[config.mk]
export PLATFORM = sky130hd
export DESIGN_NAME = sdzd_sqrt
export DESIGN_NICKNAME = d
export VERILOG_FILES = /design/src/rtl/core/sdzd_sqrt.sv
export SDC_FILE = /design/constraint.sdc
export NUM_CORES = 1
export LEC_CHECK = 0
export CAP_MARGIN = 20
export CORE_ASPECT_RATIO = 1.25
export CORE_MARGIN = 2
export CORE_UTILIZATION = 56
export DETAILED_ROUTE_END_ITERATION = 8
export DONT_BUFFER_PORTS = 1
export PLACE_DENSITY = 0.71
export SLEW_MARGIN = 5
export SYNTH_ARGS = -nofsm -noshare
export SYNTH_HDL_FRONTEND = slang
export SYNTH_SLANG_ARGS = --single-unit
[constraint.sdc]
create_clock -name clock -period 8.27 [get_ports clock]
set_input_delay 0.827 -clock clock [delete_from_list [all_inputs] [get_ports clock]]
set_output_delay 0.827 -clock clock [all_outputs]
set_load 0.01 [all_outputs]
[src/rtl/core/sdzd_sqrt.sv]
module sdzd_sqrt #(
   parameter int NW = 34,
   parameter int SIDE_W = 8
) (
   input  logic              clock,
   input  logic              reset,
   input  logic              en,
   input  logic              in_valid,
   input  logic [NW-1:0]     in_n,
   input  logic [SIDE_W-1:0] in_side,
   output logic              out_valid,
   output logic [NW/2-1:0]   out_root,
   output logic [SIDE_W-1:0] out_side
);

   localparam int RB  = NW / 2;
   localparam int RMW = RB + 2;
   localparam int CW  = RB + 4;

   logic [RMW-1:0]    rem_ff  [RB];
   logic [RB-1:0]     root_ff [RB];
   logic [NW-1:0]     n_ff    [RB];
   logic [SIDE_W-1:0] side_ff [RB];
   logic [RB-1:0]     vld_ff;

   logic [RMW-1:0]    rem_in  [RB];
   logic [RB-1:0]     root_in [RB];
   logic [NW-1:0]     n_in    [RB];
   logic [SIDE_W-1:0] side_in [RB];
   logic [RB-1:0]     vld_in;

   // One root bit per stage: bring down two radicand bits and try root*4+1.
   always_comb begin
      logic [RMW-1:0] rem_p;
      logic [RB-1:0]  root_p;
      logic [NW-1:0]  n_p;
      logic [CW-1:0]  cur;
      logic [CW-1:0]  trial;
      for (int k = 0; k < RB; k++) begin
         if (k == 0) begin
            rem_p      = '0;
            root_p     = '0;
            n_p        = in_n;
            side_in[k] = in_side;
            vld_in[k]  = in_valid;
         end else begin
            rem_p      = rem_ff[k-1];
            root_p     = root_ff[k-1];
            n_p        = n_ff[k-1];
            side_in[k] = side_ff[k-1];
            vld_in[k]  = vld_ff[k-1];
         end
         cur   = {rem_p, n_p[NW-1 -: 2]};
         trial = {2'b00, root_p, 2'b01};
         if (cur >= trial) begin
            rem_in[k]  = RMW'(cur - trial);
            root_in[k] = {root_p[RB-2:0], 1'b1};
         end else begin
            rem_in[k]  = RMW'(cur);
            root_in[k] = {root_p[RB-2:0], 1'b0};
         end
         n_in[k] = {n_p[NW-3:0], 2'b00};
      end
   end

   always_ff @(posedge clock) begin
      if (reset) begin
         vld_ff <= '0;
      end else if (en) begin
         vld_ff <= vld_in;
      end
   end

   always_ff @(posedge clock) begin
      if (en) begin
         for (int k = 0; k < RB; k++) begin
            rem_ff[k]  <= rem_in[k];
            root_ff[k] <= root_in[k];
            n_ff[k]    <= n_in[k];
            side_ff[k] <= side_in[k];
         end
      end
   end

   assign out_valid = vld_ff[RB-1];
   assign out_root  = root_ff[RB-1];
   assign out_side  = side_ff[RB-1];

endmodule

==> impl_metrics.yaml <==
pwr:
  ir_drop_mv: 0.1957
  p_leak_nw: 15.62
  total_power_mw: 10.86
  power_density_nw_per_um2: 259.6
setup_path:
  crit_slowest_cell: "nand3b_1"
  end_kind: "flop"
  cpPeakStageDelay_ns: 0.74
  required_ns: 8.64
  criticalPathCategory: "flop to flop"
  path_cells: "ha_1, nand2_1, o31ai_1, o211ai_1, a311o_1, nand3b_1, mux2_2"
  crit_path_max_fanout: 18
  ff2ff_path_depth: 7
  crit_arrival_ns: 3.96
  critPathLaunchType: "flop"
logic_synthesis:
  synth.distinct_cells: 82
  ys.flop_type: "edfxtp_1"
  synth_fp_nets: 2975
  yosysSeqAreaShare: 0.6738
  synth-edff-count: 843
  avgSynthCellArea_um2: 13.80
  async_flop_share: 0
  ys_ff_latch: 860
  netlist_area_um2: 38070
  syn-instance-count: 2758
  yosysWarnings: 0
status:
  status: "finished clean"
clock_tree:
  insertion_delay_ns: 0.65
  clockBufferDepth: 3
  post_cts_resized: 0
  htreeDepth: 3
  cts_hold_buf: 0
  ctsRootBufferMaster: "clkbuf_16"
  clock_sinks: 860
  clk_pin_slew_ns: 0.06
  post_cts_buffers: 0
  cts_tree: "yes"
  cts-buffers-inserted: 87
timing:
  grt_setup_unrepaired: "no"
  finalSetupViolations: 0
  fin_crit_sh: 0.4341
  maxSlewViolCount: 0
  tightest_slew_ns: 1.391
  fin_crit_ns: 3.590
  holdWs_ns: 0.2367
  finClkSkew_ns: 0.03312
  hold_viol_final: 0
  relSlewSlack: 0.07287
  fin_setup_tns_ns: 0
  max_freq_mhz: 278.5
global_route:
  grt_pass1_wl_mm: 108.4
  grt_usage: 0.1938
  first_global_vias: 21160
  overflow: 0
  grt_max_degree: 861
  antenna_found_initial: 1
min_path:
  hold_path.class: "primary input to flop"
  min_path_cells: 1
cells_and_area:
  final_common_cell: "edfxtp_1"
  final_util: 0.6236
  layout_common_cells: "edfxtp_1, inv_1, nor2_1"
  diodes: 0
  regArea_um2: 25650
  multi_input_area_um2: 11220
  nets: 3000
  syn_to_final_growth_pct: 9.908
  drive_gt1_frac: 0.06978
  fillers: 5000
detailed_routing:
  routed_wirelength_mm: 67.96
  post-route-drc-count: 0
  firstDrtPassIters: 5
  wire_per_inst_um: 18.29
  via_per_inst: 5.744
  ant_nets: 0
  num_vias: 21340
  drt_iter0_drc: 1391
floorplanning:
  io_pins: 72
  start_util: 0.5673
  die_height_um: 295.5
  die_w_um: 237.2
  core.rowCount: 106
  core_um2: 67110
  die_area_um2: 70100
placed_design:
  gp_congestion: 0.8947
  dpl.hpwl_mm: 46.68
  port_buffers: 0
flow_run:
  cap_violations: 0
## synth_stat cells (31+ instances only)
library cell / number / area, um^2
nor3_1: 72 / 360.4
nand2_1: 139 / 521.8
a21o_1: 38 / 285.3
nand3_1: 40 / 200.2
edfxtp_1: 843 / 25310
nand4_1: 31 / 193.9
o21a_1: 43 / 322.8
xor2_1: 96 / 840.8
xnor2_1: 101 / 884.6
inv_1: 208 / 780.8
or3_1: 32 / 200.2
nor2_1: 184 / 690.7
o21ai_0: 118 / 590.6
ha_1: 171 / 2140
a21oi_1: 147 / 735.7
## cell type report
class | instances | share of cell area
Clock buffer | 105 | 0.05460
Timing Repair Buffer | 10 | 0.004066
Sequential cell | 860 | 0.6131
Clock inverter | 53 | 0.01537
Tap cell | 864 | 0.02583
Multi-Input combinational cell | 1614 | 0.2682
Inverter | 210 | 0.01884
## worst max-delay path, delay by kind of cell, from the launching register on
family / cells / cell delay, ns
AND/OR/NAND/NOR: 2 / 0.83
flip-flops: 1 / 0.39
multiplexers: 1 / 0.42
AO/OA/AOI/OAI: 3 / 1.31
adder cells (fa/ha/maj): 1 / 0.36
## where the power goes
part	switching, mW	total, mW	internal [mW]
sequential	0.250	5.55	5.30
clock	1.66	3.94	2.28
combinational	0.788	1.37	0.578
total	2.70	10.9	8.17
## routing by layer
metal | GRT usage | wire, um | share of wire | up-vias
met2 | 0.3602 | 36220 | 0.53 | 474
met1 | 0.2223 | 26750 | 0.39 | 10350
li1 | - | - | - | 10370
met3 | 0.02736 | 2491 | 0.037 | 150
met4 | 0.08498 | 2501 | 0.037 | 0
met5 | 0 | 0 | 0 | -
## path summary, 6_finish.rpt
kind	start	end	slack (ns)
worst max-delay path	rem_ff[0][267]	rem_ff[0][300]	4.68
worst min-delay path	reset	vld_ff[15]	0.24
worst max register to register	rem_ff[0][267]	rem_ff[0][300]	4.68
worst min register to register	n_ff[0][57]	n_ff[0][91]	0.42
## logic make-up after synthesis
logic type / synth area share
xor gates and xnor gates: 0.04532
muxes: 0.01564
DFF: 0.6738
buffers and inverters: 0.03178
adders and majority gates: 0.05619
other: 0.00009849
and+or+nand+nor: 0.09050
AOI/OAI and AO/OA: 0.08666
## stage by stage
stage / std cells / setup WS (ns) / area, um^2
global placement: 3552 / 4.748 / 38780
finish: 3716 / 4.680 / 41850
CTS: 3711 / 4.671 / 41720
detailed placement: 3553 / 4.694 / 38790
global route: 3716 / 4.500 / 41850
floorplan: 2758 / 5.519 / 38070
## flip-flops by register name, indices dropped and copies added, names as in the netlist
register and cells:
n_ff 272, rem_ff 282, root_ff 153, side_ff 136, vld_ff 17
No activity file was read; power rests on OpenSTA's default activity.
