--- src/rtl/core/sdzd_div.sv ---
module sdzd_div #(
   parameter int DW = 28,
   parameter int VW = 17,
   parameter int QW = 10,
   parameter int SIDE_W = 8
) (
   input  logic              clock,
   input  logic              reset,
   input  logic              en,
   input  logic              in_valid,
   input  logic [DW-1:0]     in_a,
   input  logic [DW-1:0]     in_b,
   input  logic [VW-1:0]     in_d,
   input  logic [SIDE_W-1:0] in_side,
   output logic              out_valid,
   output logic [QW-1:0]     out_qa,
   output logic [QW-1:0]     out_qb,
   output logic [SIDE_W-1:0] out_side
);

   logic [DW-1:0]     ra_ff   [QW];
   logic [DW-1:0]     rb_ff   [QW];
   logic [VW-1:0]     d_ff    [QW];
   logic [QW-1:0]     qa_ff   [QW];
   logic [QW-1:0]     qb_ff   [QW];
   logic [SIDE_W-1:0] side_ff [QW];
   logic [QW-1:0]     vld_ff;

   logic [DW-1:0]     ra_in   [QW];
   logic [DW-1:0]     rb_in   [QW];
   logic [VW-1:0]     d_in    [QW];
   logic [QW-1:0]     qa_in   [QW];
   logic [QW-1:0]     qb_in   [QW];
   logic [SIDE_W-1:0] side_in [QW];
   logic [QW-1:0]     vld_in;

   // Restoring division, both dividends share the divisor; the quotient
   // is known to fit in QW bits so the first stage tests bit QW-1.
   always_comb begin
      logic [DW-1:0] ra_p;
      logic [DW-1:0] rb_p;
      logic [QW-1:0] qa_p;
      logic [QW-1:0] qb_p;
      logic [DW-1:0] dsh;
      for (int k = 0; k < QW; k++) begin
         if (k == 0) begin
            ra_p       = in_a;
            rb_p       = in_b;
            qa_p       = '0;
            qb_p       = '0;
            d_in[k]    = in_d;
            side_in[k] = in_side;
            vld_in[k]  = in_valid;
         end else begin
            ra_p       = ra_ff[k-1];
            rb_p       = rb_ff[k-1];
            qa_p       = qa_ff[k-1];
            qb_p       = qb_ff[k-1];
            d_in[k]    = d_ff[k-1];
            side_in[k] = side_ff[k-1];
            vld_in[k]  = vld_ff[k-1];
         end
         dsh = DW'(d_in[k]) << (QW - 1 - k);
         if (ra_p >= dsh) begin
            ra_in[k] = ra_p - dsh;
            qa_in[k] = {qa_p[QW-2:0], 1'b1};
         end else begin
            ra_in[k] = ra_p;
            qa_in[k] = {qa_p[QW-2:0], 1'b0};
         end
         if (rb_p >= dsh) begin
            rb_in[k] = rb_p - dsh;
            qb_in[k] = {qb_p[QW-2:0], 1'b1};
         end else begin
            rb_in[k] = rb_p;
            qb_in[k] = {qb_p[QW-2:0], 1'b0};
         end
      end
   end

   always_ff @(posedge clock) begin
      if (reset) begin
         vld_ff <= '0;
      end else if (en) begin
         vld_ff <= vld_in;
      end
   end

   always_ff @(posedge clock) begin
      if (en) begin
         for (int k = 0; k < QW; k++) begin
            ra_ff[k]   <= ra_in[k];
            rb_ff[k]   <= rb_in[k];
            d_ff[k]    <= d_in[k];
            qa_ff[k]   <= qa_in[k];
            qb_ff[k]   <= qb_in[k];
            side_ff[k] <= side_in[k];
         end
      end
   end

   assign out_valid = vld_ff[QW-1];
   assign out_qa    = qa_ff[QW-1];
   assign out_qb    = qb_ff[QW-1];
   assign out_side  = side_ff[QW-1];

endmodule

--- config.mk ---
export PLATFORM = sky130hd
export DESIGN_NAME = sdzd_div
export DESIGN_NICKNAME = d
export VERILOG_FILES = /design/src/rtl/core/sdzd_div.sv
export SDC_FILE = /design/constraint.sdc
export NUM_CORES = 2
export LEC_CHECK = 0
export ABC_AREA = 0
export BUFFER_PORTS_ARGS = -buffer_cell sky130_fd_sc_hd__buf_2
export CORE_ASPECT_RATIO = 2
export CORE_MARGIN = 2
export CORE_UTILIZATION = 29
export CTS_BUF_LIST = sky130_fd_sc_hd__clkbuf_8 sky130_fd_sc_hd__clkbuf_16
export CTS_CLUSTER_SIZE = 24
export DETAILED_ROUTE_END_ITERATION = 10
export PLACE_DENSITY = 0.41
export SLEW_MARGIN = 20
export SYNTH_ARGS = -nofsm -noshare
export SYNTH_HDL_FRONTEND = slang
export SYNTH_SLANG_ARGS = --single-unit
--- constraint.sdc ---
create_clock -name clock -period 5.1 [get_ports clock]
set_clock_uncertainty 0.2 [all_clocks]
set_input_delay 0.51 -clock clock [delete_from_list [all_inputs] [get_ports clock]]
set_output_delay 0.51 -clock clock [all_outputs]
set_load 0.01 [all_outputs]
==> metrics.csv <==
stage,metric,value,unit
outcome,status,"finished, final reports clean",
sta,period_share,87.8,%
synth,synthMuxAreaShare,1.94,%
place,dp_hpwl,110000,um
clock_tree,cts_tree,done,
sta,finalSetupTns,0,ps
synth,synth_area,0.0472,mm2
setup_path,path_max_fanout,15,
global_route,grt_pass1_wl,203000,um
synth,syn_inst,4101,
synth,synth-xor-area-share,6.10,%
synth,yosysUniqueCellTypes,95,
place,globalplace.congestion,0.909,
synth,syn_nets,4544,
final_layout,area_delta_synth_final,15.5,%
synth,synthArstFlopShare,0,%
clock_tree,clock_sinks,857,
final_layout,final_cell_mix,"edfxtp_1, ha_1, nand2_1, o21ai_0, inv_1",
power,max-vdd-ir-drop,0.246,mV
clock_tree,worst_skew_pair.late_latency,670,ps
synth,synth_compound_area_share,13.3,%
worst_hold_path,min_path_type,in -> reg,
power,power_density,511,mW/mm2
final_layout,final_common_cell,edfxtp_1,
setup_path,critPathMaxStageDelay,920,ps
global_route,antenna_found_initial,1,
final_layout,utilization,33.7,%
floorplan,dieArea,0.166,mm2
drt,drc,0,
clock_tree,cts_max_level,3,
power,cellLeakagePower,20.8,nW
floorplan,die_x,289,um
drt,ant_nets,0,
synth,synthFlopType,edfxtp_1,
global_route,grt_overflow,0,
setup_path,crit_buf_inv,4,
floorplan,ios,114,
sta,fmax,0.223,GHz
clock_tree,cts-root-buf,clkbuf_16,
floorplan,start_util,29.2,%
final_layout,n_fill_cell,16148,
sta,hold_viol,0,
sta,relSlewSlack,19.2,%
clock_tree,cts_repair_resize_count,0,
sta,fin_crit,4480,ps
final_layout,nets,4842,
global_route,grt_max_degree,102,
job,maxCapViolations,0,
drt,vias,31477,
setup_path,required,5320,ps
floorplan,core-area,0.162,mm2
sta,rsz0062_at_grt,no,
setup_path,crit_chain,dlygate4sd3_1 > buf_2 > inv_1 > ha_1 > nor4b_1 > nand2_1 > nor4_1 > nor3b_1 > or2_2 > nor4b_1 > xor2_1 > dlygate4sd3_1,
synth,postSynthAreaPerCell,11.5,um2
drt,firstDrtPassIters,5,
synth,synth_seq_cells,857,
global_route,grt.total_usage,16.3,%
sta,setup_viol,0,
floorplan,chipHeight,575,um
synth,yosys_warnings,0,
synth,synth-seq-area-share,54.3,%
drt,via_per_inst,4.78,
sta,worst_pin_slew,1210,ps
synth,synth_top_family_by_area,compound AO/OA/AOI/OAI gates,
place,numPortBuffers,113,
setup_path,critical_path_arrival,4700,ps
global_route,grt_pass1_vias,34436,
sta,slew_viol_final,0,
setup_path,worstSetupPathType,in -> reg,
setup_path,startpoint_type,primary input,
synth,synth_edf_count,847,
clock_tree,cts_buffers,86,
setup_path,cpMaxStageDelayCell,nor4_1,
final_layout,drive_above_1_share,9.86,%
synth,synth-simple-area-share,11.7,%
clock_tree,path_clk_slew,70,ps
synth,synth_fa_ha_area_share,9.77,%
drt,wire_per_inst,20.4,um
floorplan,rows,209,
setup_path,critPathTopFamily,simple AND/OR/NAND/NOR gates,
clock_tree,clock_path_buffers,3,
drt,drt_iter0_drc,1251,
drt,routed_wirelength,134000,um
setup_path,cp-end-kind,flop,
[final cells by class]
cell class	instances	area, um2	share of cell area, %
diodes	1	2.50	0.00459
clock buffers	86	2150	3.94
clock inverters	75	616	1.13
inverters	283	1060	1.95
multi-input cells	2896	20300	37.2
flip-flops and latches	857	25600	47.0
well taps	2110	2640	4.84
repair buffers	275	2150	3.95
[path summary, 6_finish.rpt]
path	cells past startpoint	startpoint	slack, ps	endpoint
setup / recovery	12	in_d[4]	620	ra_ff[0][27]
hold / removal	1	en	190	rb_ff[7][2]
setup reg to reg	12	d_ff[4][0]	990	ra_ff[5][22]
hold reg to reg	0	qb_ff[8][4]	210	qb_ff[9][5]
[power breakdown]
group / switching [W] / internal [W] / total (W)
Combinational: 0.00614 / 0.00439 / 0.0105
Sequential: 0.00101 / 0.00997 / 0.0110
Clock: 0.00286 / 0.00350 / 0.00636
Total: 0.0100 / 0.0179 / 0.0279
[metal layers]
layer,GRT usage [%],up-vias,wire length [um]
li1,-,15839,-
met1,12.2,14889,38100
met2,36.1,467,83800
met3,1.61,282,2610
met4,10.6,0,9780
met5,0,-,0
[synth_stat cells, drive strengths merged, types with 17 or more instances]
cell,instances,area (um2)
a211oi,27,203
nor2b,55,344
clkbuf,43,163
xor2,157,1380
nand2b,53,332
ha,340,4250
or2,25,156
buf,22,150
nand4b,17,149
o21a,43,330
nor4,30,188
and3,32,200
o21ai,323,1620
inv,283,1060
edfxtp,847,25400
fa,18,360
o21bai,26,195
nor3,97,505
nand2,332,1250
mux2,64,728
mux2i,19,190
a31oi,37,231
nand3,49,245
o31ai,28,215
or3,36,230
o211ai,24,180
xnor2,172,1510
nor2,262,983
nand4,38,238
a21oi,284,1420
a21o,108,811
[metrics by stage]
stage | area (um2) | hold WS (ps) | setup slack (ps) | cells | power (W)
2_1_floorplan | 47200 | 200 | 1810 | 4101 | 0.0180
3_3_place_gp | 51000 | 200 | 882 | 6336 | 0.0216
3_5_place_dp | 51000 | 205 | 875 | 6336 | 0.0217
4_1_cts | 54600 | 163 | 723 | 6582 | 0.0283
5_1_grt | 54600 | 187 | 445 | 6583 | 0.0297
6_report | 54600 | 193 | 623 | 6583 | 0.0279
[what timing repair did]
item / 4_1_cts / 5_1_grt
hold buffers: 85 / 0
hold endpoints to repair: 91 / 0
setup buffers: 0 / 0
[registers in the layout (all words and copies together) (netlist names)]
name and count:
ra_ff 252, vld_ff 10, rb_ff 252, qb_ff 55, d_ff 153, side_ff 80
qa_ff 55
[cell families after synthesis]
kind of cell / after synthesis
AOI/OAI and AO/OA: 1015
and+or+nand+nor: 1111
muxes: 83
xor gates and xnor gates: 329
DFF: 857
buffers and inverters: 348
adders and majority gates: 358
No activity file was read; power rests on OpenSTA's default activity.
